`src/rtl/core/sprd_pkg.sv`:
```
`timescale 1ns / 1ps
// Shared types and constants of the sprite run-length line decoder.
// No dependencies; every other file of the block imports this package.
package sprd_pkg;

   localparam int MAX_WIDTH  = 1024;
   localparam int MAX_HEIGHT = 1024;

   localparam int BYTE_W    = 8;
   localparam int CFG_W     = 11;
   localparam int REG_IDX_W = 2;
   localparam int LEN_W     = 9;
   localparam int XS_W      = 10;
   localparam int ROW_W     = 10;

   localparam int WD_W = $clog2(MAX_WIDTH + 1);
   localparam int XP_W = $clog2(MAX_WIDTH);
   localparam int HT_W = $clog2(MAX_HEIGHT + 1);
   localparam int YP_W = $clog2(MAX_HEIGHT);
   localparam int RM_W = (WD_W > LEN_W) ? WD_W : LEN_W;

   localparam logic [REG_IDX_W-1:0] REG_PIX_FORMAT = 2'd0;
   localparam logic [REG_IDX_W-1:0] REG_LINE_WIDTH = 2'd1;
   localparam logic [REG_IDX_W-1:0] REG_LINE_COUNT = 2'd2;

   localparam logic [1:0] FMT_RAW  = 2'd0;
   localparam logic [1:0] FMT_PAIR = 2'd1;

   localparam logic [BYTE_W-1:0] RAW_CODE_PAIR   = 8'hFF;
   localparam logic [2:0]        RAW_CODE_PACKED = 3'd7;

   typedef enum logic [1:0] {
      PH_HEADER = 2'd0,
      PH_LENGTH = 2'd1,
      PH_RAW    = 2'd2
   } phase_type;

   typedef struct packed {
      phase_type         phase;
      logic [BYTE_W-1:0] held_code;
      logic [LEN_W-1:0]  raw_left;
      logic [LEN_W-1:0]  seg_left;
      logic [XP_W-1:0]   x_pos;
      logic [YP_W-1:0]   row_pos;
   } state_type;

   localparam state_type STATE_CLEAR = '{
      phase:     PH_HEADER,
      held_code: '0,
      raw_left:  '0,
      seg_left:  '0,
      x_pos:     '0,
      row_pos:   '0
   };

   typedef struct packed {
      logic [1:0]      fmt;
      logic [WD_W-1:0] width;
      logic [HT_W-1:0] count;
   } cfg_type;

   typedef struct packed {
      logic [BYTE_W-1:0] pixel_index;
      logic [LEN_W-1:0]  run_length;
      logic [XS_W-1:0]   x_start;
      logic [ROW_W-1:0]  row_number;
      logic              line_last;
      logic              frame_last;
      logic              overrun;
   } result_type;

endpackage

```
`src/rtl/core/sprd_if.sv`:
```
`timescale 1ns / 1ps
// Valid/ready channel interfaces of the decoder: byte input, run output, register writes.
// Depends on sprd_pkg.
interface sprd_req_if;
   import sprd_pkg::*;
   logic              valid;
   logic              ready;
   logic [BYTE_W-1:0] data_byte;
   modport source (output valid, output data_byte, input ready);
   modport sink (input valid, input data_byte, output ready);
endinterface

interface sprd_rsp_if;
   import sprd_pkg::*;
   logic              valid;
   logic              ready;
   logic [BYTE_W-1:0] pixel_index;
   logic [LEN_W-1:0]  run_length;
   logic [XS_W-1:0]   x_start;
   logic [ROW_W-1:0]  row_number;
   logic              line_last;
   logic              frame_last;
   logic              overrun;
   modport source (output valid, output pixel_index, output run_length, output x_start,
                   output row_number, output line_last, output frame_last,
                   output overrun, input ready);
   modport sink (input valid, input pixel_index, input run_length, input x_start,
                 input row_number, input line_last, input frame_last,
                 input overrun, output ready);
endinterface

interface sprd_csr_if;
   import sprd_pkg::*;
   logic                 valid;
   logic                 ready;
   logic [REG_IDX_W-1:0] index;
   logic [CFG_W-1:0]     wdata;
   modport source (output valid, output index, output wdata, input ready);
   modport sink (input valid, input index, input wdata, output ready);
endinterface

```
`src/rtl/core/sprd_csr.sv`:
```
`timescale 1ns / 1ps
// Configuration registers: format, clamped line width and line count.
// Depends on sprd_pkg and sprd_csr_if.
module sprd_csr (
   input  logic             clock,
   input  logic             reset,
   sprd_csr_if.sink         csr_chan,
   output logic             clear,
   output sprd_pkg::cfg_type cfg
);
   import sprd_pkg::*;

   cfg_type         cfg_ff;
   cfg_type         cfg_in;
   logic            wr;
   logic [WD_W-1:0] width_clamp;
   logic [HT_W-1:0] count_clamp;

   assign csr_chan.ready = 1'b1;
   assign wr = csr_chan.valid && csr_chan.ready;

   always_comb begin
      if (csr_chan.wdata == '0) begin
         width_clamp = WD_W'(1);
      end else if (int'(csr_chan.wdata) > MAX_WIDTH) begin
         width_clamp = WD_W'(MAX_WIDTH);
      end else begin
         width_clamp = WD_W'(csr_chan.wdata);
      end
      if (csr_chan.wdata == '0) begin
         count_clamp = HT_W'(1);
      end else if (int'(csr_chan.wdata) > MAX_HEIGHT) begin
         count_clamp = HT_W'(MAX_HEIGHT);
      end else begin
         count_clamp = HT_W'(csr_chan.wdata);
      end
   end

   always_comb begin
      cfg_in = cfg_ff;
      clear  = 1'b0;
      if (wr) begin
         unique case (csr_chan.index)
            REG_PIX_FORMAT: begin
               cfg_in.fmt = csr_chan.wdata[1:0];
               clear      = 1'b1;
            end
            REG_LINE_WIDTH: begin
               cfg_in.width = width_clamp;
               clear        = 1'b1;
            end
            REG_LINE_COUNT: begin
               cfg_in.count = count_clamp;
               clear        = 1'b1;
            end
            default: begin
               cfg_in = cfg_ff;
               clear  = 1'b0;
            end
         endcase
      end
   end

   always_ff @(posedge clock) begin
      if (reset) begin
         cfg_ff.fmt   <= FMT_RAW;
         cfg_ff.width <= WD_W'(1);
         cfg_ff.count <= HT_W'(1);
      end else begin
         cfg_ff <= cfg_in;
      end
   end

   assign cfg = cfg_ff;

endmodule

```
`src/rtl/core/sprd_step.sv`:
```
`timescale 1ns / 1ps
// Per-byte decode: segment header parsing, run clipping and column/row advance.
// Purely combinational; depends on sprd_pkg.
module sprd_step (
   input  sprd_pkg::state_type       cur,
   input  sprd_pkg::cfg_type         cfg,
   input  logic [sprd_pkg::BYTE_W-1:0] data_byte,
   output sprd_pkg::state_type       nxt,
   output logic                      fire,
   output sprd_pkg::result_type      res
);
   import sprd_pkg::*;

   logic [RM_W-1:0]   room;
   logic [LEN_W-1:0]  len;
   logic [LEN_W-1:0]  n;
   logic [BYTE_W-1:0] color;
   logic              clip;
   logic              raw_go;
   logic              fill_go;
   logic [RM_W-1:0]   x_sum;
   logic [HT_W-1:0]   row_sum;

   always_comb begin
      nxt     = cur;
      fire    = 1'b0;
      color   = data_byte;
      n       = LEN_W'(1);
      clip    = 1'b0;
      raw_go  = 1'b0;
      fill_go = 1'b0;
      len     = LEN_W'(data_byte) + LEN_W'(1);
      room    = RM_W'(cfg.width) - RM_W'(cur.x_pos);
      res     = '0;
      x_sum   = '0;
      row_sum = '0;

      unique case (cur.phase)
         PH_RAW: begin
            if (cur.raw_left != '0) begin
               nxt.raw_left = cur.raw_left - LEN_W'(1);
               fire         = 1'b1;
            end else if (cur.seg_left != '0) begin
               nxt.seg_left = cur.seg_left - LEN_W'(1);
            end
            if ((nxt.raw_left | nxt.seg_left) == '0) begin
               nxt.phase = PH_HEADER;
            end
         end
         PH_LENGTH: begin
            nxt.phase = PH_HEADER;
            if (cur.held_code == RAW_CODE_PAIR) begin
               raw_go = 1'b1;
            end else begin
               fill_go = 1'b1;
               color   = cur.held_code;
            end
         end
         default: begin
            nxt.phase = PH_HEADER;
            case (cfg.fmt)
               FMT_RAW: begin
                  fire = 1'b1;
               end
               FMT_PAIR: begin
                  nxt.held_code = data_byte;
                  nxt.phase     = PH_LENGTH;
               end
               default: begin
                  nxt.held_code = BYTE_W'(data_byte[7:5]);
                  len           = LEN_W'(data_byte[4:0]) + LEN_W'(1);
                  color         = BYTE_W'(data_byte[7:5]);
                  if (data_byte[7:5] == RAW_CODE_PACKED) begin
                     raw_go = 1'b1;
                  end else begin
                     fill_go = 1'b1;
                  end
               end
            endcase
         end
      endcase

      if (raw_go) begin
         nxt.phase = PH_RAW;
         if (RM_W'(len) > room) begin
            nxt.raw_left = LEN_W'(room);
            nxt.seg_left = len - LEN_W'(room);
         end else begin
            nxt.raw_left = len;
            nxt.seg_left = '0;
         end
      end

      if (fill_go) begin
         fire = 1'b1;
         if (RM_W'(len) > room) begin
            n    = LEN_W'(room);
            clip = 1'b1;
         end else begin
            n = len;
         end
      end

      if (fire) begin
         res.pixel_index = color;
         res.run_length  = n;
         res.x_start     = XS_W'(cur.x_pos);
         res.row_number  = ROW_W'(cur.row_pos);
         res.overrun     = clip;
         x_sum           = RM_W'(cur.x_pos) + RM_W'(n);
         if (x_sum >= RM_W'(cfg.width)) begin
            res.line_last = 1'b1;
            nxt.x_pos     = '0;
            row_sum       = HT_W'(cur.row_pos) + HT_W'(1);
            if (row_sum >= cfg.count) begin
               res.frame_last = 1'b1;
               nxt.row_pos    = '0;
            end else begin
               nxt.row_pos = YP_W'(row_sum);
            end
         end else begin
            nxt.x_pos = XP_W'(x_sum);
         end
      end
   end

endmodule

```
`src/rtl/core/sprite_rle_line_decoder_unit.sv`:
```
`timescale 1ns / 1ps
// Top level of the sprite run-length line decoder.
// Depends on sprd_pkg, sprd_if, sprd_csr and sprd_step.
//
// Usage:
//   req_chan carries one byte of sprite pixel data per transfer. rsp_chan
//   carries one run (palette index, length, column, row, line/frame end and
//   clip flags). Header bytes, raw-segment headers and raw bytes dropped past
//   the line end produce no run. csr_chan writes pix_format (0), line_width
//   (1) and line_count (2); any write to one of them rewinds the decoder to
//   column 0, row 0, expecting a header. Write only while no run is pending.
// Timing:
//   One byte per clock while the output is not stalled. A run appears on
//   rsp_chan in the cycle after the byte that causes it; the decode is one
//   pass of logic between the decoder state and the output register.
// Reset:
//   Format 0, width 1, count 1, position cleared. No clearing pass.
// Stall:
//   The output register holds its run while rsp_chan.ready is low. A new byte
//   is taken whenever the output register is empty or drains in that cycle.
module sprite_rle_line_decoder_unit (
   input  logic       clock,
   input  logic       reset,
   sprd_req_if.sink   req_chan,
   sprd_rsp_if.source rsp_chan,
   sprd_csr_if.sink   csr_chan
);
   import sprd_pkg::*;

   cfg_type    cfg;
   logic       cfg_clear;
   state_type  state_ff;
   state_type  state_in;
   logic       step_fire;
   result_type step_res;
   logic       rsp_valid_ff;
   logic       rsp_valid_in;
   result_type rsp_ff;
   logic       accept;

   sprd_csr u_csr (
      .clock    (clock),
      .reset    (reset),
      .csr_chan (csr_chan),
      .clear    (cfg_clear),
      .cfg      (cfg)
   );

   sprd_step u_step (
      .cur       (state_ff),
      .cfg       (cfg),
      .data_byte (req_chan.data_byte),
      .nxt       (state_in),
      .fire      (step_fire),
      .res       (step_res)
   );

   assign req_chan.ready = !rsp_valid_ff || rsp_chan.ready;
   assign accept         = req_chan.valid && req_chan.ready;

   always_comb begin
      if (accept && step_fire) begin
         rsp_valid_in = 1'b1;
      end else if (rsp_chan.ready) begin
         rsp_valid_in = 1'b0;
      end else begin
         rsp_valid_in = rsp_valid_ff;
      end
   end

   always_ff @(posedge clock) begin
      if (reset) begin
         state_ff     <= STATE_CLEAR;
         rsp_valid_ff <= 1'b0;
      end else begin
         rsp_valid_ff <= rsp_valid_in;
         if (cfg_clear) begin
            state_ff <= STATE_CLEAR;
         end else if (accept) begin
            state_ff <= state_in;
         end
      end
   end

   always_ff @(posedge clock) begin
      if (accept && step_fire) begin
         rsp_ff <= step_res;
      end
   end

   assign rsp_chan.valid       = rsp_valid_ff;
   assign rsp_chan.pixel_index = rsp_ff.pixel_index;
   assign rsp_chan.run_length  = rsp_ff.run_length;
   assign rsp_chan.x_start     = rsp_ff.x_start;
   assign rsp_chan.row_number  = rsp_ff.row_number;
   assign rsp_chan.line_last   = rsp_ff.line_last;
   assign rsp_chan.frame_last  = rsp_ff.frame_last;
   assign rsp_chan.overrun     = rsp_ff.overrun;

   a_raw_pending: assert property (@(posedge clock) disable iff (reset)
      state_ff.phase == PH_RAW |-> (state_ff.raw_left != '0 || state_ff.seg_left != '0))
      else $error("raw phase with nothing left to take");

   a_col_range: assert property (@(posedge clock) disable iff (reset)
      WD_W'(state_ff.x_pos) < cfg.width)
      else $error("column beyond line width");

   a_row_range: assert property (@(posedge clock) disable iff (reset)
      HT_W'(state_ff.row_pos) < cfg.count)
      else $error("row beyond line count");

   a_frame_ends_line: assert property (@(posedge clock) disable iff (reset)
      rsp_valid_ff && rsp_ff.frame_last |-> rsp_ff.line_last)
      else $error("frame end without line end");

   a_clip_ends_line: assert property (@(posedge clock) disable iff (reset)
      rsp_valid_ff && rsp_ff.overrun |-> rsp_ff.line_last)
      else $error("clipped run does not end the line");

endmodule
```
`src/flat_wrapper.sv`:
```
// flat-port wrapper written by rule: the top's interface ports become plain ports
module sprite_rle_line_decoder_unit_flat import sprd_pkg::*;
  (clock, reset, req_chan_valid, req_chan_data_byte, req_chan_ready, rsp_chan_valid, rsp_chan_pixel_index, rsp_chan_run_length, rsp_chan_x_start, rsp_chan_row_number, rsp_chan_line_last, rsp_chan_frame_last, rsp_chan_overrun, rsp_chan_ready, csr_chan_valid, csr_chan_index, csr_chan_wdata, csr_chan_ready);
  sprd_req_if req_chan_i ();
  sprd_rsp_if rsp_chan_i ();
  sprd_csr_if csr_chan_i ();
  input  logic clock;
  input  logic reset;
  input wire logic [$bits(req_chan_i.valid)-1:0] req_chan_valid;
  input wire logic [$bits(req_chan_i.data_byte)-1:0] req_chan_data_byte;
  output wire logic [$bits(req_chan_i.ready)-1:0] req_chan_ready;
  output wire logic [$bits(rsp_chan_i.valid)-1:0] rsp_chan_valid;
  output wire logic [$bits(rsp_chan_i.pixel_index)-1:0] rsp_chan_pixel_index;
  output wire logic [$bits(rsp_chan_i.run_length)-1:0] rsp_chan_run_length;
  output wire logic [$bits(rsp_chan_i.x_start)-1:0] rsp_chan_x_start;
  output wire logic [$bits(rsp_chan_i.row_number)-1:0] rsp_chan_row_number;
  output wire logic [$bits(rsp_chan_i.line_last)-1:0] rsp_chan_line_last;
  output wire logic [$bits(rsp_chan_i.frame_last)-1:0] rsp_chan_frame_last;
  output wire logic [$bits(rsp_chan_i.overrun)-1:0] rsp_chan_overrun;
  input wire logic [$bits(rsp_chan_i.ready)-1:0] rsp_chan_ready;
  input wire logic [$bits(csr_chan_i.valid)-1:0] csr_chan_valid;
  input wire logic [$bits(csr_chan_i.index)-1:0] csr_chan_index;
  input wire logic [$bits(csr_chan_i.wdata)-1:0] csr_chan_wdata;
  output wire logic [$bits(csr_chan_i.ready)-1:0] csr_chan_ready;
  assign req_chan_i.valid = req_chan_valid;
  assign req_chan_i.data_byte = req_chan_data_byte;
  assign req_chan_ready = req_chan_i.ready;
  assign rsp_chan_valid = rsp_chan_i.valid;
  assign rsp_chan_pixel_index = rsp_chan_i.pixel_index;
  assign rsp_chan_run_length = rsp_chan_i.run_length;
  assign rsp_chan_x_start = rsp_chan_i.x_start;
  assign rsp_chan_row_number = rsp_chan_i.row_number;
  assign rsp_chan_line_last = rsp_chan_i.line_last;
  assign rsp_chan_frame_last = rsp_chan_i.frame_last;
  assign rsp_chan_overrun = rsp_chan_i.overrun;
  assign rsp_chan_i.ready = rsp_chan_ready;
  assign csr_chan_i.valid = csr_chan_valid;
  assign csr_chan_i.index = csr_chan_index;
  assign csr_chan_i.wdata = csr_chan_wdata;
  assign csr_chan_ready = csr_chan_i.ready;
  sprite_rle_line_decoder_unit u_core (.clock(clock), .reset(reset), .req_chan(req_chan_i), .rsp_chan(rsp_chan_i), .csr_chan(csr_chan_i));
endmodule
```
`config.mk`:
```
export PLATFORM = sky130hd
export DESIGN_NAME = sprite_rle_line_decoder_unit_flat
export DESIGN_NICKNAME = d
export VERILOG_FILES = /design/src/rtl/core/sprd_pkg.sv /design/src/rtl/core/sprd_if.sv /design/src/rtl/core/sprd_csr.sv /design/src/rtl/core/sprd_step.sv /design/src/rtl/core/sprite_rle_line_decoder_unit.sv /design/src/flat_wrapper.sv
export SDC_FILE = /design/constraint.sdc
export NUM_CORES = 1
export LEC_CHECK = 0
export BUFFER_PORTS_ARGS = -buffer_cell sky130_fd_sc_hd__buf_4
export CAP_MARGIN = 20
export CORE_ASPECT_RATIO = 0.9
export CORE_MARGIN = 2
export CORE_UTILIZATION = 35
export CTS_CLUSTER_DIAMETER = 40
export DETAILED_ROUTE_END_ITERATION = 16
export PLACE_DENSITY = 0.48
export SYNTH_ARGS = -nofsm -noshare
export SYNTH_HDL_FRONTEND = slang
export SYNTH_SLANG_ARGS = --single-unit
```
`constraint.sdc`:
```
create_clock -name clock -period 8.4 [get_ports clock]
set_input_delay 0.42 -clock clock [delete_from_list [all_inputs] [get_ports clock]]
set_output_delay 0.42 -clock clock [all_outputs]
set_load 0.05 [all_outputs]
```
---- Yosys cells after proc, flatten, opt, wreduce, memory -nomap -nowiden ----
Cells that the tools add are included.
storage, ports and cells
  bits in registers ....................... 113
  latch bits .............................. 0
  memory bits (writable) .................. 0
  bits in read-only memories .............. 0
  bits of input ports ..................... 26
  output and inout bits ................... 43
  logic and storage cells ................. 109
  memories ................................ 0
cells by class
  $add $sub $neg .......................... 8
  multipliers ............................. 0
  div/mod/pow operators ................... 0
  magnitude comparators ................... 4
  eq/ne operators ......................... 8
  shifts and indexed selects .............. 0
  multiplexer cells ....................... 43
  bitwise gates (word level) .............. 3
  reductions and logical operators ........ 26
operators with widths
  cell                     count
  $mux W9                  9
  $mux W18                 3
  $pmux W8 S2              2
  $ge A11 B11 Y1           2
  $mux W11                 2
  $mux W10                 2
  $reduce_bool A9 Y1       2
  $sub A9 B1 Y9 const B    2
  $mux W1                  16
  $mux W8                  2
  $reduce_and A2 Y1        8
  $add A10 B1 Y11 const B  1
  $add A10 B9 Y11          1
  $gt A11 B11 Y1 const B   1
  $gt A9 B11 Y1            1
  $logic_not A11 Y1        1
  $sub A11 B10 Y11         1
  $add A8 B1 Y9 const B    1
  $logic_not A9 Y1         1
  $or A9 B9 Y9             1
  $sub A9 B9 Y9            1
  $eq A8 B8 Y1 const B     1
  $add A5 B1 Y6 const B    1
  $eq A2 B1 Y1 const B     3
  other kinds (15)         27

---- Depth between registers and ports, before layout ----
Gate-level depths: netlist of run 1.
  depth after elaboration ................. 10
  depth in mapped cells ................... 37
  gate-level depth less buffers ........... 36

---- Hierarchy ----
From an unflattened synthesis of run 1, not the netlist that was laid out.
second synthesis, totals
  cells, all modules ...................... 1043
  area total of the unflattened synthesis .. 8394.3 sq um
by module, submodules not included
  module                        instances  cells an instance  area each (sq um)  sequential area each (sq um)
  sprd_step                     1          662                4201.5             0.0
  sprite_rle_line_decoder_unit  1          266                3161.8             2182.1
  sprd_csr                      1          115                1031.0             480.5

---- Worst setup path before layout of run 1 ----
No wires, ideal clock.
  path type ............................... register to register
  start ................................... register u_core.state_ff[11] (netlist name)
  end ..................................... register u_core.state_ff[2] (netlist name)
  library setup time ...................... 69 ps
  data arrival time ....................... 6514 ps
  data required time ...................... 8331 ps
  slack ................................... 1817 ps
  stages on the path, launching flop included .. 36
  buffers on the path ..................... 0
  period minus slack after synthesis ...... 6583 ps
  cells stage by stage .................... dfxtp_1 > inv_1 > ha_1 > nor2b_1 > o31a_1 > o21a_1 > nor2_1 > xnor2_1 > inv_1 > ha_1 > or2_1 > a21oi_1 > a21oi_1 > a21o_2 > a21oi_2 > nor4_4 > mux2i_1 > or2_2 > ha_1 > inv_1 > fa_1 > nor2b_1 > o21ai_0 > a21boi_0 > o21ai_0 > a221oi_1 > xor2_1 > ha_1 > nand4_1 > nor3_1 > nor2_1 > nand2_1 > nor2_1 > nor3b_1 > nand4b_1 > o21ai_1
on the way
  cells in the longest elaborated chain, start to end .. 7
ends and longest elaborated chain
  element                             line                                source
  start, declared                     sprite_rle_line_decoder_unit.sv:32  state_type state_ff;
  start signal, assigned              sprite_rle_line_decoder_unit.sv:80  state_ff <= state_in;
  $sub A11 B10 Y11                    sprd_step.sv:33                     room = RM_W'(cfg.width) - RM_W'(cur.x_pos);
  $gt A9 B11 Y1                       sprd_step.sv:96                     if (RM_W'(len) > room) begin
  $mux W9                             sprd_step.sv:96
  $mux W9                             sprd_step.sv:94                     if (fill_go) begin
  named net u_core.u_step.n[0]        sprd_step.sv:16                     logic [LEN_W-1:0] n;
  $add A10 B9 Y11                     sprd_step.sv:110                    x_sum = RM_W'(cur.x_pos) + RM_W'(n);
  $ge A11 B11 Y1                      sprd_step.sv:111                    if (x_sum >= RM_W'(cfg.width)) begin
  $reduce_and A3 Y1 (no source line)  n/a
The timed path passes the listed nets, and every way through them passes these cells.
A chain may end at the register's enable or synchronous reset.

---- Final worst setup path of run 1 ----
  start ................................... register u_core.state_ff[11] (netlist name)
  end ..................................... register u_core.state_ff[1] (netlist name)
Same word-level chain as after synthesis.

==> qor.yml, run 1 <==
total_leakage_power_nw: 3.43
setup_tns_ps: 0
peakVddDrop_mv: 0.105
track_usage_pct: 19.7
max_freq_mhz: 133
place.gp.congestion: 0.854
synthArstFlopShare_pct: 0
crit_buf_inv: 3
drt_pass1_iterations: 5
hold_violations: 0
multi_input_area_mm2: 0.00446
first_global_vias: 6250
grt-ovfl-total: 0
report.final.slew_viol_count: 0
whs_path_depth: 3
ctsResizeCount: 0
cts_tree: "built"
cap_violations: 0
fp.coreArea_mm2: 0.0214
wl_um: 22000
start_util_pct: 35.3
ys.flop_type: "dfxtp_1"
drt-initial-drc-count: 459
regArea_mm2: 0.00266
dpl_cell_area_mm2: 0.00829
cts_sinks: 113
end_kind: "register"
ctsLongestPathBuffers: 2
antenna_found_initial: 0
syn_inst: 913
final_area_mm2: 0.00892
synthesis.nets: 999
fin_skew_ps: 12.3
path_depth: 35
crit_type: "register to register"
wl_per_cell_um: 17.3
drive_gt1_share_pct: 13.5
cts_root_buffer: "clkbuf_16"
die-area_mm2: 0.0228
grt_max_degree: 42
crit_fanout: 9
period_share_pct: 89.3
hp-class: "input pin to register"
grt_pass1_wl_um: 35100
viasPerCell: 5.23
tightest_slew_ps: 959
rsz0062_at_grt: "false"
synth-seq-cells: 113
clk_pin_slew_ps: 60
power.density_mw_per_mm2: 189
avgSynthCellArea_um2: 8.29
yosysWarnings: 0
pin_count: 69
area_growth_syn_to_layout_pct: 18.0
hpwl_um: 16500
startpoint_type: "register"
die_h_um: 143
fin_nets: 1053
rr_worst_depth: 35
maxSlewHeadroom_pct: 35.9
rows: 51
cts_buffers: 17
critical_path_required_ps: 8750
htreeDepth: 4
slowest_stage: "nor4_4"
post-route-min-period_ps: 7500
postCtsHoldBufs: 0
status: "finished, final reports clean"
worstPathArrival_ps: 7850
crit_path_max_incr_delay_ps: 550
synthesis.area_mm2: 0.00757
cpLargestDelayFamily: "compound AO/OA/AOI/OAI gates"
ys_seq_area_share_pct: 35.2
ant_nets: 0
drc: 0
fillers: 2244
clk_latency_ps: 430
ys_types: 77
finalSetupViolCount: 0
n_antenna_cell: 0
vias: 6651
cts_setup_buffers: 0
synth-edff-count: 40
die-width_um: 159
io_buffers: 67
-- report_power, final --
group,internal [mW],switching (mW)
Sequential,0.589,0.00937
Clock,0.476,0.295
Combinational,0.103,0.211
-- layer usage --
layer | share of wire, % | up-vias | global-route usage [%] | wire [µm]
li1 | - | 3363 | - | -
met1 | 52 | 3116 | 29.4 | 11300
met2 | 42 | 150 | 29.0 | 9340
met3 | 4.8 | 22 | 3.87 | 1060
met4 | 1.3 | 0 | 5.26 | 277
met5 | 0 | - | 0 | 0
-- stage by stage --
step | power (mW) | util, % | cells | worst slack, ps | hold slack (ps)
5_1_grt | 1.75 | 41.6 | 1271 | 329 | 304
4_1_cts | 1.70 | 41.6 | 1270 | 982 | 266
3_3_place_gp | 0.924 | 38.7 | 1238 | 1210 | 445
2_1_floorplan | 0.828 | - | 913 | 1820 | 436
3_5_place_dp | 0.923 | 38.7 | 1238 | 1040 | 452
6_report | 1.68 | 41.6 | 1271 | 901 | 284
-- cell families (layout without fill, tap and decap cells) --
group | count (synthesis) | after routing | share of synthesized area, %
AO/OA/AOI/OAI | 223 | 223 | 19.0
XOR/XNOR | 43 | 43 | 4.98
adder cells (fa/ha/maj) | 60 | 60 | 10.2
buffers and inverters | 104 | 171 | 5.80
flip-flops | 113 | 113 | 35.2
multiplexers | 16 | 16 | 2.12
other | 1 | 1 | 0.0496
AND/OR/NAND/NOR | 353 | 353 | 22.7
-- cell usage in the layout, fill, tap and decap left out, types with 5 or more instances in the layout --
cell type | synthesis | final
inv_1 | 63 | 62
o21ai_0 | 33 | 33
o211ai_1 | 5 | 5
nand3_1 | 28 | 28
mux2i_1 | 16 | 16
xnor2_1 | 30 | 30
or2_2 | 6 | 6
a31oi_1 | 10 | 10
inv_6 | 0 | 7
edfxtp_1 | 40 | 40
nand4_1 | 11 | 11
and2_1 | 13 | 13
nor3_1 | 26 | 26
a22oi_1 | 15 | 15
o21a_1 | 7 | 7
nor4_1 | 5 | 5
ha_1 | 57 | 57
nand2_1 | 109 | 109
xor2_1 | 13 | 13
o21ai_1 | 5 | 5
nand2b_1 | 6 | 6
buf_4 | 1 | 75
clkbuf_16 | 0 | 17
dfxtp_1 | 73 | 73
a211oi_1 | 7 | 7
a21oi_1 | 87 | 87
nor2b_1 | 20 | 20
nor2_1 | 91 | 91
or3_1 | 7 | 7
-- worst register-to-register path, delay by kind of cell (launching register included) --
kind / cells / cell delay (ps)
flip-flops: 1 / 410
AO/OA/AOI/OAI: 13 / 2310
XOR/XNOR: 2 / 420
adder cells (fa/ha/maj): 5 / 1500
multiplexers: 1 / 330
AND/OR/NAND/NOR: 11 / 2240
buffers and inverters: 3 / 220
-- sequential cells by signal, indices dropped and copies added (netlist names) --
| name | cells |
|---|---|
| u_core.rsp_chan.run_length | 9 |
| u_core.rsp_chan.line_last | 1 |
| u_core.u_csr.cfg | 24 |
| u_core.rsp_chan.frame_last | 1 |
| u_core.rsp_chan.x_start | 10 |
| u_core.rsp_chan.row_number | 10 |
| u_core.rsp_chan.valid | 1 |
| u_core.rsp_chan.overrun | 1 |
| u_core.state_ff | 48 |
| u_core.rsp_chan.pixel_index | 8 |
-- cell type report --
type,instances,area share (%)
clock buffers,17,4.77
flip-flops and latches,113,29.8
repair buffers,76,6.48
well taps,291,4.08
multi-input cells,696,50.0
inverters,63,2.65
clock inverters,15,2.17
-- final timing paths --
kind,slack (ps),from,endpoint
max,900,u_core.state_ff[11],u_core.state_ff[1]
min,280,csr_chan_wdata[0],u_core.u_csr.cfg[22]
max reg2reg,900,u_core.state_ff[11],u_core.state_ff[1]
min reg2reg,460,u_core.u_csr.cfg[5],u_core.u_csr.cfg[5]
-- cells in the mapped netlist, drive strengths merged (4+ instances only) --
library cell | count | area (µm²)
nand2 | 109 | 409
nor2 | 91 | 342
a21oi | 90 | 462
dfxtp | 73 | 1460
inv | 63 | 236
ha | 57 | 713
edfxtp | 40 | 1200
o21ai | 40 | 208
clkbuf | 32 | 150
xnor2 | 30 | 263
nand3 | 28 | 140
nor3 | 27 | 146
nor2b | 20 | 125
mux2i | 16 | 160
a22oi | 15 | 113
and2 | 13 | 81.3
xor2 | 13 | 114
nand4 | 11 | 68.8
a31oi | 10 | 62.6
or2 | 9 | 56.3
buf | 8 | 41.3
a211oi | 7 | 52.6
o21a | 7 | 52.6
or3 | 7 | 43.8
nand2b | 6 | 37.5
nor4 | 6 | 52.6
a21o | 5 | 38.8
o211ai | 5 | 37.5
a2111oi | 4 | 41.3
a211o | 4 | 35.0
nand3b | 4 | 30.0
nor3b | 4 | 30.0
o2111ai | 4 | 41.3
o31a | 4 | 35.0
o31ai | 4 | 30.0
or4 | 4 | 30.0
(Power assumes the default switching activity.)
==> run 2: changes to the inputs <==
==> constraint.sdc (replaced) <==
create_clock -name clock -period 6.9 [get_ports clock]
set_input_delay 0.345 -clock clock [delete_from_list [all_inputs] [get_ports clock]]
set_output_delay 0.345 -clock clock [all_outputs]
set_load 0.05 [all_outputs]
==> run 2 against run 1 <==
Net effect:
- die area unchanged
- critical path depth up 2
- power up 22%
- critical path type unchanged
- largest power group unchanged
- highest routed layer unchanged
==> qor.yml, run 2 (synthesis results as in run 1) <==
status: "finished, final reports clean"  # unchanged
htreeDepth: 4  # unchanged
fin_skew_ps: 11.5  # was 12.3 ps
ctsLongestPathBuffers: 2  # unchanged
hp-class: "input pin to register"  # unchanged
grt-ovfl-total: 0  # unchanged
die-width_um: 159  # unchanged
r2r-start: "u_core.u_csr.cfg[11]"  # was u_core.state_ff[11]
end_kind: "register"  # unchanged
start_util_pct: 35.3  # unchanged
report.final.slew_viol_count: 0  # unchanged
area_growth_syn_to_layout_pct: 23.9  # was 18.0%
crit_fanout: 9  # unchanged
track_usage_pct: 19.9  # was 19.7%
hp-start: "csr_chan_wdata[0]"  # unchanged
antenna_found_initial: 0  # unchanged
largest_reg_flops: 48  # unchanged
largest_register: "u_core.state_ff"  # unchanged
n_antenna_cell: 0  # unchanged
drive_gt1_share_pct: 19.7  # was 13.5%
maxSlewHeadroom_pct: 27.4  # was 35.9%
rr_worst_depth: 37  # was 35
whs_path_depth: 3  # unchanged
place.gp.congestion: 0.854  # about the same
power.density_mw_per_mm2: 219  # was 189 mW/mm²
clk_latency_ps: 420  # was 430 ps
grtUsageMet2_pct: 29.3  # was 29.0%
ant_nets: 0  # unchanged
setup_tns_ps: 0  # unchanged
drt_pass1_iterations: 5  # unchanged
total_leakage_power_nw: 3.66  # was 3.43 nW
crit_type: "register to register"  # unchanged
cap_violations: 0  # unchanged
final_common_cell: "buf_4"  # was nand2_1
first_global_vias: 6374  # was 6250
rrSetupSlack_ps: 320  # was 900 ps
post-route-min-period_ps: 6580  # was 7500 ps
critical_path_required_ps: 7210  # was 8750 ps
vias: 6841  # was 6651
viasPerCell: 5.21  # was 5.23
worstPathArrival_ps: 6890  # was 7850 ps
slowest_stage: "fa_2"  # was nor4_4
mostFrequentLayoutCells: "114 x buf_4, 109 x nand2_1, 89 x nor2_1, 85 x a21oi_1, 71 x dfxtp_1"  # was 109 x nand2_1, 91 x nor2_1, 87 x a21oi_1, 75 x buf_4, 73 x dfxtp_1
cts_root_buffer: "clkbuf_16"  # unchanged
wl_um: 22500  # was 22000 µm
grt_max_degree: 42  # unchanged
die-area_mm2: 0.0228  # unchanged
critical_path.most_common_cell: "a21oi_1"
drt-initial-drc-count: 494  # was 459
worstReg2RegEnd: "u_core.state_ff[8]"  # was u_core.state_ff[1]
hold_violations: 0  # unchanged
cts_sinks: 113  # unchanged
rows: 51  # unchanged
hpwl_um: 16700  # was 16500 µm
finish.utilization_pct: 43.7  # was 41.6%
holdPathEnd: "u_core.u_csr.cfg[22]"  # unchanged
tightest_slew_ps: 1090  # was 959 ps
die_h_um: 143  # unchanged
clk_pin_slew_ps: 60  # about the same
peakVddDrop_mv: 0.0981  # was 0.105 mV
io_buffers: 67  # unchanged
use_met1_pct: 29.7  # was 29.4%
cp-startpoint: "u_core.u_csr.cfg[11]"  # was u_core.state_ff[11]
cts_tree: "built"  # unchanged
drc: 0  # unchanged
startpoint_type: "register"  # unchanged
cts_buffers: 17  # unchanged
pin_count: 69  # unchanged
fin_nets: 1095  # was 1053
busiest_layer: "met1"  # unchanged
wl_per_cell_um: 17.1  # was 17.3 µm
fp.coreArea_mm2: 0.0214  # unchanged
crit_path_max_incr_delay_ps: 420  # was 550 ps
finalSetupViolCount: 0  # unchanged
grt_pass1_wl_um: 35500  # was 35100 µm
grt_use_met3_pct: 3.69  # was 3.87%
period_share_pct: 95.4  # was 89.3%
max_freq_mhz: 152  # was 133 MHz
[run 2: metrics by stage]
step	cell area [µm²]	std cells	worst slack, ps	hold slack [ps]	power, mW
global route	9380	1313	-102	201	2.14
floorplan	7570	913	317	436	1.01
detailed placement	8580	1275	-260	452	1.16
global placement	8580	1275	-230	444	1.16
CTS	9180	1307	11.8	191	2.04
finish	9380	1313	316	203	2.05
[run 2: area by class of cell]
cell class | instances | area [µm²]
inverter | 63 | 236
clock buffer | 21 | 482
timing repair buffer | 118 | 910
multi-input combinational | 696 | 4620
sequential | 113 | 2670
fill | 2151 | 12100
tap | 291 | 364
clock inverter | 11 | 103
[run 2: critical path, delay by kind of cell, from the launching register on]
family / cells / cell delay, ps
XOR/XNOR: 2 / 380
multiplexers: 1 / 240
adder cells (fa/ha/maj): 5 / 1490
AO/OA/AOI/OAI: 12 / 1740
buffers and inverters: 7 / 880
flip-flops: 1 / 320
AND/OR/NAND/NOR: 10 / 1420
[run 2: power by group]
part	total [mW]	leakage, nW	switching, mW	internal [mW]
logic	0.452	2.39	0.280	0.172
clock network	0.873	0.291	0.335	0.538
registers	0.729	0.985	0.0109	0.718
[run 2: layer usage]
metal / share of wire [%] / wire (µm) / up-vias
met5: 0 / 0 / -
met4: 1.1 / 240 / 0
met3: 4.5 / 1000 / 16
met2: 43 / 9590 / 159
met1: 52 / 11700 / 3221
li1: - / - / 3445
[run 2: worst max-delay path by stage]
stage                     cells past startpoint  slack (ps)                  to
after floorplan                              35         320  u_core.state_ff[2]
after global placement                       36        -230  u_core.state_ff[0]
after detailed placement                     35        -260  u_core.state_ff[0]
after CTS                                    36          10  u_core.state_ff[0]
after global routing                         36        -100  u_core.state_ff[0]
final                                        37         320  u_core.state_ff[8]
[run 2: timing repair]
action                     4_1_cts  5_1_grt
gates resized for setup          4       38
setup buffers                    0        5
hold buffers                     0        0
pin swaps                        0       18
setup endpoints to repair       10       22
==> run 3: changes to the inputs <==
--- a/config.mk
+++ b/config.mk
@@ -5,7 +5,7 @@
 export SDC_FILE = /design/constraint.sdc
 export NUM_CORES = 1
 export LEC_CHECK = 0
-export BUFFER_PORTS_ARGS = -buffer_cell sky130_fd_sc_hd__buf_4
+export BUFFER_PORTS_ARGS = -buffer_cell sky130_fd_sc_hd__buf_2
 export CAP_MARGIN = 20
 export CORE_ASPECT_RATIO = 0.9
 export CORE_MARGIN = 2
==> run 3 against run 2 <==
Net effect:
- register-to-register slack improved by 130 ps
- final area decreased by 1.9%
- largest power group unchanged
- largest cell class unchanged
- first-iteration DRC count decreased by 14%
==> qor.yml, run 3 (synthesis results as in run 1) <==
status: "finished, final reports clean"  # unchanged
cp-startpoint: "u_core.u_csr.cfg[11]"  # unchanged
wl_per_cell_um: 16.8  # was 17.1 µm
tightest_slew_ps: 1020  # was 1090 ps
fin_nets: 1096  # was 1095
wl_um: 22000  # was 22500 µm
place.gp.congestion: 0.836  # was 0.854
p_switching_mw: 0.643  # was 0.626 mW
report.final.slew_viol_count: 0  # unchanged
largest_register: "u_core.state_ff"  # unchanged
start_util_pct: 35.3  # unchanged
final_common_cell: "nand2_1"  # was buf_4
postCtsHoldBufs: 0  # unchanged
hp-start: "csr_chan_wdata[0]"  # unchanged
pin_count: 69  # unchanged
total_leakage_power_nw: 3.60  # was 3.66 nW
io_buffers: 67  # unchanged
max_freq_mhz: 155  # was 152 MHz
power.density_mw_per_mm2: 227  # was 219 mW/mm²
cts_buffers: 17  # unchanged
period_share_pct: 93.6  # was 95.4%
fillers: 2184  # was 2151
fin_skew_ps: 9.70  # was 11.5 ps
grt-ovfl-total: 0  # unchanged
cts_tree: "built"  # unchanged
track_usage_pct: 19.8  # was 19.9%
mostFrequentLayoutCells: "109 x nand2_1, 90 x nor2_1, 85 x a21oi_1, 72 x dfxtp_1, 67 x buf_2"  # was 114 x buf_4, 109 x nand2_1, 89 x nor2_1, 85 x a21oi_1, 71 x dfxtp_1
cts_root_buffer: "clkbuf_16"  # unchanged
grt_pass1_wl_um: 35100  # was 35500 µm
n_antenna_cell: 0  # unchanged
viasPerCell: 5.16  # was 5.21
drc: 0  # unchanged
critical_path.most_common_cell: "ha_1"  # was a21oi_1
clk_latency_ps: 420  # about the same
area_growth_syn_to_layout_pct: 21.5  # was 23.9%
power_mw: 2.09  # was 2.05 mW
cts_sinks: 113  # unchanged
power_frac_comb_pct: 20.2  # was 22.0%
largest_reg_flops: 48  # unchanged
finalWorstSetupSlack_ps: 444  # was 316 ps
clk_pin_slew_ps: 60  # about the same
ant_nets: 0  # unchanged
maxSlewHeadroom_pct: 31.9  # was 27.4%
grt_max_degree: 42  # unchanged
drt_pass1_iterations: 5  # unchanged
worstPathArrival_ps: 6750  # was 6890 ps
drt-initial-drc-count: 423  # was 494
hpwl_um: 16500  # was 16700 µm
peakVddDrop_mv: 0.184  # was 0.0981 mV
dpl_cell_area_mm2: 0.00842  # was 0.00858 mm²
cap_violations: 0  # unchanged
crit_type: "register to register"  # unchanged
die-area_mm2: 0.0228  # unchanged
die-width_um: 159  # unchanged
dp.cells: 1277  # was 1275
r2r-start: "u_core.u_csr.cfg[11]"  # unchanged
finalSetupViolCount: 0  # unchanged
power.clock.fraction_pct: 45.0  # was 42.5%
critical_path_required_ps: 7200  # was 7210 ps
intPower_mw: 1.45  # was 1.43 mW
hold_violations: 0  # unchanged
final_area_mm2: 0.00920  # was 0.00938 mm²
slowest_stage: "or4_1"  # was fa_2
startpoint_type: "register"  # unchanged
first_global_vias: 6208  # was 6374
antenna_found_initial: 0  # unchanged
end_kind: "register"  # unchanged
worstReg2RegEnd: "u_core.state_ff[0]"  # was u_core.state_ff[8]
crit_fanout: 9  # unchanged
drive_gt1_share_pct: 18.8  # was 19.7%
endpoint: "u_core.state_ff[0]"  # was u_core.state_ff[8]
holdWs_ps: 211  # was 203 ps
ctsLongestPathBuffers: 2  # unchanged
hp-class: "input pin to register"  # unchanged
fp.coreArea_mm2: 0.0214  # unchanged
vias: 6780  # was 6841
post-place-ws_ps: -209  # was -260 ps
post-route-min-period_ps: 6460  # was 6580 ps
rr_worst_depth: 34  # was 37
rrSetupSlack_ps: 440  # was 320 ps
crit_path_max_incr_delay_ps: 560  # was 420 ps
pwr-share-seq_pct: 34.8  # was 35.5%
die_h_um: 143  # unchanged
switching_share_pct: 30.8  # was 30.5%
rows: 51  # unchanged
htreeDepth: 4  # unchanged
instances_no_fill: 1314  # was 1313
## run 3: layer usage
layer / track usage (%) / vias up / wire (µm)
li1: - / 3456 / -
met1: 29.6 / 3168 / 11500
met2: 29.0 / 142 / 9410
met3: 3.78 / 14 / 857
met4: 4.98 / 0 / 237
met5: 0 / - / 0
## run 3: worst min-delay path by stage
stage                      endpoint  depth (start not counted)
4_1_cts        u_core.u_csr.cfg[22]                          3
5_1_grt        u_core.u_csr.cfg[22]                          3
3_3_place_gp    u_core.u_csr.cfg[4]                          2
3_5_place_dp    u_core.u_csr.cfg[1]                          2
6_report       u_core.u_csr.cfg[22]                          3
2_1_floorplan  u_core.u_csr.cfg[10]                          2
## run 3: power by group through the flow
stage	clock (mW)	combinational (mW)	sequential, mW
after floorplan	0	0.203	0.805
after global placement	0	0.398	0.742
after detailed placement	0	0.398	0.741
after CTS	0.961	0.401	0.727
after global routing	0.989	0.456	0.729
final	0.941	0.422	0.726
## run 3: critical path, delay by kind of cell, from the launching register on
| kind | cells | cell delay, ps |
|---|---|---|
| xor+xnor | 2 | 310 |
| buf+inv | 4 | 460 |
| compound gates | 10 | 1490 |
| flops | 1 | 320 |
| simple gates | 11 | 1820 |
| fa+ha+maj | 5 | 1530 |
| mux | 2 | 400 |
## run 3: cell type report
cell class / instances / area, µm² / share of cell area, %
clock inverters: 15 / 198 / 2.15
clock buffers: 17 / 425 / 4.63
repair buffers: 119 / 733 / 7.97
well taps: 291 / 364 / 3.96
flip-flops and latches: 113 / 2660 / 29.0
inverters: 63 / 236 / 2.57
multi-input cells: 696 / 4580 / 49.8
## run 3: timing repair
action,in CTS,in global routing
buffers inserted,0,4
gates resized for setup,2,26
endpoints found under the setup margin,10,22
pin swaps,0,15
## run 3: stage by stage
step	TNS (ps)	utilization, %
final	0	42.9
after global routing	-1.13	42.9
after CTS	0	42.2
after detailed placement	-1370	39.3
after global placement	-820	39.3
after floorplan	0	-
